### src/hdl/rau_pkg.sv
// ----------------------------------------------------------------------------
// Rational arithmetic unit package
// Shared widths, operation and status codes, and the controller/datapath
// command and status structs.
// ----------------------------------------------------------------------------
package rau_pkg;

	localparam int DATA_WIDTH  = 32;
	localparam int PROD_WIDTH  = 2 * DATA_WIDTH;
	localparam int DEN_WIDTH   = DATA_WIDTH - 1;
	localparam int FUNC_WIDTH  = 3;
	localparam int STAT_WIDTH  = 2;

	// Operation codes
	localparam logic [FUNC_WIDTH-1:0] FUNC_NORM = 3'd0;
	localparam logic [FUNC_WIDTH-1:0] FUNC_ADD  = 3'd1;
	localparam logic [FUNC_WIDTH-1:0] FUNC_SUB  = 3'd2;
	localparam logic [FUNC_WIDTH-1:0] FUNC_MUL  = 3'd3;
	localparam logic [FUNC_WIDTH-1:0] FUNC_DIV  = 3'd4;
	localparam logic [FUNC_WIDTH-1:0] FUNC_CMP  = 3'd5;

	// Status codes
	localparam logic [STAT_WIDTH-1:0] ST_OK       = 2'd0;
	localparam logic [STAT_WIDTH-1:0] ST_ZERO_DEN = 2'd1;
	localparam logic [STAT_WIDTH-1:0] ST_OVERFLOW = 2'd2;

	// Reducer operand source
	localparam logic [1:0] RED_LHS = 2'd0;
	localparam logic [1:0] RED_RHS = 2'd1;
	localparam logic [1:0] RED_RES = 2'd2;

	// Multiplier step
	localparam logic [1:0] MUL_0 = 2'd0;
	localparam logic [1:0] MUL_1 = 2'd1;
	localparam logic [1:0] MUL_2 = 2'd2;

	typedef struct packed {
		logic       load;
		logic       red_start;
		logic [1:0] red_sel;
		logic       cap_a;
		logic       cap_b;
		logic       cap_r;
		logic       mul_en;
		logic [1:0] mul_step;
		logic       emit;
	} rau_cmd_t;

	typedef struct packed {
		logic                  red_done;
		logic                  red_err;
		logic [FUNC_WIDTH-1:0] func;
	} rau_stat_t;

endpackage

### src/hdl/rau_ctrl.sv
// ----------------------------------------------------------------------------
// Rational arithmetic controller
// Sequences operand reduction, cross multiplication, result reduction and
// the hand-off of each response word.
// ----------------------------------------------------------------------------
module rau_ctrl import rau_pkg::*; (
	input  logic      clk,
	input  logic      arst_n,
	input  logic      req_valid,
	output logic      req_ready,
	output logic      rsp_valid,
	input  logic      rsp_ready,
	input  rau_stat_t stat,
	output rau_cmd_t  cmd
);

	typedef enum logic [10:0] {
		S_IDLE    = 11'b00000000001,
		S_RA_GO   = 11'b00000000010,
		S_RA_WAIT = 11'b00000000100,
		S_RB_GO   = 11'b00000001000,
		S_RB_WAIT = 11'b00000010000,
		S_MUL0    = 11'b00000100000,
		S_MUL1    = 11'b00001000000,
		S_MUL2    = 11'b00010000000,
		S_RR_GO   = 11'b00100000000,
		S_RR_WAIT = 11'b01000000000,
		S_EMIT    = 11'b10000000000
	} ctrl_state_t;

	ctrl_state_t state_q, state_d;
	logic        valid_q;
	logic        emit_ok;

	assign req_ready = (state_q == S_IDLE);
	assign rsp_valid = valid_q;
	assign emit_ok   = !valid_q || rsp_ready;

	// next state and commands
	always_comb begin
		state_d = state_q;
		cmd     = '0;
		case (state_q)
			S_IDLE: begin
				if (req_valid) begin
					cmd.load = 1'b1;
					state_d  = S_RA_GO;
				end
			end
			S_RA_GO: begin
				cmd.red_sel = RED_LHS;
				if (stat.func > FUNC_CMP) begin
					state_d = S_EMIT;
				end else begin
					cmd.red_start = 1'b1;
					state_d       = S_RA_WAIT;
				end
			end
			S_RA_WAIT: begin
				if (stat.red_done) begin
					cmd.cap_a = 1'b1;
					if (stat.red_err || stat.func == FUNC_NORM) state_d = S_EMIT;
					else state_d = S_RB_GO;
				end
			end
			S_RB_GO: begin
				cmd.red_sel   = RED_RHS;
				cmd.red_start = 1'b1;
				state_d       = S_RB_WAIT;
			end
			S_RB_WAIT: begin
				if (stat.red_done) begin
					cmd.cap_b = 1'b1;
					if (stat.red_err) state_d = S_EMIT;
					else state_d = S_MUL0;
				end
			end
			S_MUL0: begin
				cmd.mul_en   = 1'b1;
				cmd.mul_step = MUL_0;
				state_d      = S_MUL1;
			end
			S_MUL1: begin
				cmd.mul_en   = 1'b1;
				cmd.mul_step = MUL_1;
				state_d      = S_MUL2;
			end
			S_MUL2: begin
				cmd.mul_en   = 1'b1;
				cmd.mul_step = MUL_2;
				state_d      = (stat.func == FUNC_CMP) ? S_EMIT : S_RR_GO;
			end
			S_RR_GO: begin
				cmd.red_sel   = RED_RES;
				cmd.red_start = 1'b1;
				state_d       = S_RR_WAIT;
			end
			S_RR_WAIT: begin
				if (stat.red_done) begin
					cmd.cap_r = 1'b1;
					state_d   = S_EMIT;
				end
			end
			S_EMIT: begin
				if (emit_ok) begin
					cmd.emit = 1'b1;
					state_d  = S_IDLE;
				end
			end
			default: state_d = S_IDLE;
		endcase
	end

	// advance state and hold the response valid until taken
	always_ff @(posedge clk or negedge arst_n) begin
		if (!arst_n) begin
			state_q <= S_IDLE;
			valid_q <= 1'b0;
		end else begin
			state_q <= state_d;
			if (cmd.emit) valid_q <= 1'b1;
			else if (rsp_ready) valid_q <= 1'b0;
		end
	end

endmodule

### config.mk
export PLATFORM = sky130hd
export DESIGN_NAME = rau_ctrl
export DESIGN_NICKNAME = d
export VERILOG_FILES = /design/src/hdl/rau_pkg.sv /design/src/hdl/rau_ctrl.sv
export SDC_FILE = /design/constraint.sdc
export NUM_CORES = 1
export LEC_CHECK = 0
export ABC_AREA = 1
export BUFFER_PORTS_ARGS = -buffer_cell sky130_fd_sc_hd__buf_2
export CORE_UTILIZATION = 45
export CTS_CLUSTER_SIZE = 14
export DETAILED_ROUTE_END_ITERATION = 10
export MAX_ROUTING_LAYER = met4
export PLACE_DENSITY_LB_ADDON = 0.1
export RECOVER_POWER = 100
export SETUP_SLACK_MARGIN = 0.5
export SLEW_MARGIN = 20
export SYNTH_ARGS = -nofsm -noshare
export SYNTH_HDL_FRONTEND = slang
export SYNTH_SLANG_ARGS = --single-unit
### constraint.sdc
create_clock -name clk -period 3.4 [get_ports clk]
set_input_delay 0.17 -clock clk [delete_from_list [all_inputs] [get_ports clk]]
set_output_delay 0.17 -clock clk [all_outputs]
set_load 0.01 [all_outputs]
==> results.md <==
- The data required time at the worst endpoint is 3.23 ns.
- The compound-gate portion of the synthesized area was 0.0370.
- The later pin in the worst-skew pair is clocked with a latency of 0.27 ns.
- The part of the Yosys area used for sequential elements is 0.330.
- For this design, the slowest cell found on the critical path is sky130_fd_sc_hd__nor2_1.
- The count of unique library cells instantiated by Yosys is 22.
- After synthesis, the largest family of logic cells by area is simple AND/OR/NAND/NOR gates.
- The global-route congestion overflow total is 0.
- The top cell family by delay on the critical path is simple AND/OR/NAND/NOR gates.
- Input and output buffers added on the ports amount to 21.
- In the final layout, the share of cells above drive strength 1 is 0.188.
- The via count of the first global-routing pass was 765.
- After clock tree synthesis, the clock-pin slew on the worst setup and hold paths is 0.08 ns.
- After floorplanning, the core was divided into 15 placement rows.
- The root buffer selected by CTS is sky130_fd_sc_hd__clkbuf_4.
- The total via count after detailed routing is 855.
- The post-route total power is 0.000508 W.
- STA classifies the critical path startpoint as a flop.
- The worst register-to-register path has a setup slack of 1.32 ns.
- The residual DRC count is 0.
- The largest fanout of any net on the critical path is 6.
- Walking the worst path, the cells encountered are nor2_1 > nand2_4 > nor2_1 > nand2_1 > nand3_1 > clkbuf_1.
- The hold violation total from the final report was 0.
- The area share of xor/xnor cells in the synthesized design is 0.
- The number of antenna diodes in the final layout is 0.
- The most used flip-flop cell after synthesis is sky130_fd_sc_hd__dfrtp_1.
- The pre-antenna-repair detailed-routing pass consisted of 4 iterations.
- In this run the number of H-tree levels came out at 1.
- The congestion estimate from routability-driven global placement came to 0.917.
- Setup violations remaining at the end of the flow were counted as 0.
- After layout, the minimum clock period comes to 2.21 ns.
- The critical path in this run is classified as reg2out.
- The number of enable flip-flop cells after synthesis is 0.
- After synthesis, the most frequently instantiated cells are sky130_fd_sc_hd__inv_1 (23), sky130_fd_sc_hd__nor2_1 (22), sky130_fd_sc_hd__nand2_1 (19).
- The arithmetic-cell share of the synthesized area counting full adders, half adders and majority gates is 0.
- The simple-gate share of the synthesized area is 0.538.
- The count of yosys warnings during synthesis is 0.
- The number of max-slew violations in the final report was 0.
- The first global-routing pass estimated 3300 um of wire.
- The count of mapped cells out of synthesis is 128.
- The chip height is 47.1 um.
- The number of vias per cell after detailed routing is 4.78.
- The floorplan die area is 2210 sq um.
- The count of instances resized after the clock tree is built is 0.
- After detailed routing, the average wire length per cell comes to 11.4 um.
- The most used standard cell by instance count after synthesis is sky130_fd_sc_hd__inv_1.
- The upper clock frequency limit is 452 MHz.
- Setup repair after global routing left no endpoint under its margin.
- The count of nets left with antenna violations once routing finished came out at 0.
- Summed over all failing endpoints, the final setup total negative slack is 0 ns.
- After detailed routing, the total wire length is 2030 um.
- Entering global routing, the biggest net connects 13 pins.
- The area overhead of the layout relative to synthesis is 8.22%.
- The type of the worst min-delay path is in2reg.
- The worst-case IR drop observed on VDD is 0.000320 V.
- The clock tree from TritonCTS is built.
- The number of design-rule violations left by the first detailed-router iteration is 32.
- The post-synth net total is 137.
- For this run, the share of the core covered by cells in the final layout is 0.543.
- The global routing usage summed across all routing layers is 0.230.
- The largest stage delay on the critical path is 0.49 ns.
- After filler insertion, the fill cell instance count of the layout stands at 208.
- The mux cell area share after synthesis is 0.
- The run finished with clean final reports.
- The dominant cell type by count on the critical path is sky130_fd_sc_hd__nor2_1.
- The number of clock buffers added by TritonCTS is 3.
- For this design the ratio of total power to cell area is 514 nW/um^2.
- The worst slew margin relative to its limit is 0.543.
- The cell area that synthesis handed to floorplanning was 913 sq um.
- By area the synthesized netlist is led by sky130_fd_sc_hd__dfrtp_1 (30%), sky130_fd_sc_hd__inv_1 (9.5%), sky130_fd_sc_hd__nor2_1 (9.0%).
- In the finished design, the share of the clock period the worst path needs comes to 0.650.
- At the pin with the least slew margin, the transition time is 0.686 ns.
- The number of nets in the layout is 164.
- The final clock skew is 0.00402 ns.
- The die is 47.1 um wide.
- The kind of capture point of the worst setup path is an output port.
- The number of buffers and inverters on the critical path is 1.
- The leakage dissipation is 0.599 nW.
- The data arrival time of the critical path is 2.04 ns.
- The synthesis-stage register bit count is 12.
- The number of clock sinks is 12.
- The area share of the leading cell type in the synthesized netlist is 0.301.
- The post-detailed-placement half-perimeter wirelength is 1620 um.
- No sink is reached through more buffers than the 2 on the longest clock path.
- The number of antenna violations at the first check in global routing came to 0.
- A synthesized cell averages 7.14 sq um.
- The library cell occupying the most area in the post-synthesis netlist is sky130_fd_sc_hd__dfrtp_1.
- The core area is 1820 sq um.
- The tool flagged a number of max-cap violations equal to 0.
- After synthesis, the share of flip-flops with an asynchronous set or reset is 1.00.
- The count of pins on the block boundary is 22.
- The effective utilization at floorplan is 0.502.
## cell families after synthesis
| logic type | after synthesis |
|---|---|
| simple gates | 87 |
| flops | 12 |
| compound gates | 6 |
| buf+inv | 23 |
## final timing paths
path	startpoint	to	cells after the start
setup / recovery	state_q[6]$_DFFE_PN0P_	cmd[9]	6
hold / removal	rsp_ready	rsp_valid$_DFFE_PN0P_	2
hold reg to reg	rsp_valid$_DFFE_PN0P_	rsp_valid$_DFFE_PN0P_	2
min in group asynchronous	arst_n	state_q[9]$_DFFE_PN0P_	2
max in group asynchronous	arst_n	state_q[6]$_DFFE_PN0P_	2
setup reg to reg	state_q[6]$_DFFE_PN0P_	state_q[10]$_DFFE_PN0P_	9
## sequential cells by signal, summed over array words and instances (netlist names)
signal,cells
rsp_valid,1
state_q,11
## timing repair
| item | 4_1_cts | 5_1_grt |
|---|---|---|
| setup buffers | 0 | 0 |
| hold buffers | 1 | 0 |
| endpoints found under the hold margin | 11 | 0 |
## layer usage
layer  track usage  routed length [um]  vias to the layer above
met1         0.310                1030                      376
li1              -                   -                      443
met2         0.339                 878                       34
met4         0.103                  21                        0
met3        0.0346                 105                        2
met5             -                   0                        -
## layout make-up
cell class / instances / area [sq um] / share of cell area
clock buffers: 4 / 26.3 / 0.0266
inverters: 23 / 86.3 / 0.0873
multi-input cells: 93 / 439 / 0.444
flip-flops and latches: 12 / 302 / 0.305
well taps: 25 / 31.3 / 0.0316
repair buffers: 22 / 104 / 0.105
## power by group
part / switching [W] / total (W) / internal [W]
registers: 0.0000116 / 0.000176 / 0.000164
clock network: 0.0000498 / 0.0000951 / 0.0000454
logic: 0.000162 / 0.000237 / 0.0000752
## cells in the final DEF, fill, tap and decap left out
cell type                       Yosys  layout
sky130_fd_sc_hd__nand2_4            4       3
sky130_fd_sc_hd__buf_2              0      12
sky130_fd_sc_hd__nor3b_1            1       1
sky130_fd_sc_hd__nand2_1           19      25
sky130_fd_sc_hd__dfrtp_1           11      11
sky130_fd_sc_hd__nor3_1             4       5
sky130_fd_sc_hd__clkbuf_4           0       3
sky130_fd_sc_hd__nand2_2           10       5
sky130_fd_sc_hd__o21ai_0            1       3
sky130_fd_sc_hd__nand4_1            2       2
sky130_fd_sc_hd__and2_4             1       1
sky130_fd_sc_hd__clkbuf_1           0      10
sky130_fd_sc_hd__or2_1              1       1
sky130_fd_sc_hd__o21ai_1            3       1
sky130_fd_sc_hd__a21oi_1            1       2
sky130_fd_sc_hd__nor2_1            22      28
sky130_fd_sc_hd__nor2_2             6       4
sky130_fd_sc_hd__nand3_1           11      12
sky130_fd_sc_hd__dfstp_2            1       1
sky130_fd_sc_hd__dlygate4sd3_1      0       1
sky130_fd_sc_hd__inv_1             23      23
## metrics by stage
step	cell area (sq um)	std cells	hold WS, ns	setup WS [ns]
after floorplan	913	128	-0.126	2.07
after global placement	1050	174	0.0676	1.95
after detailed placement	1050	174	0.0697	1.92
after CTS	1090	179	0.0998	1.71
after global routing	988	179	0.113	1.01
final	988	179	0.0984	1.19
(Power assumes the default switching activity.)
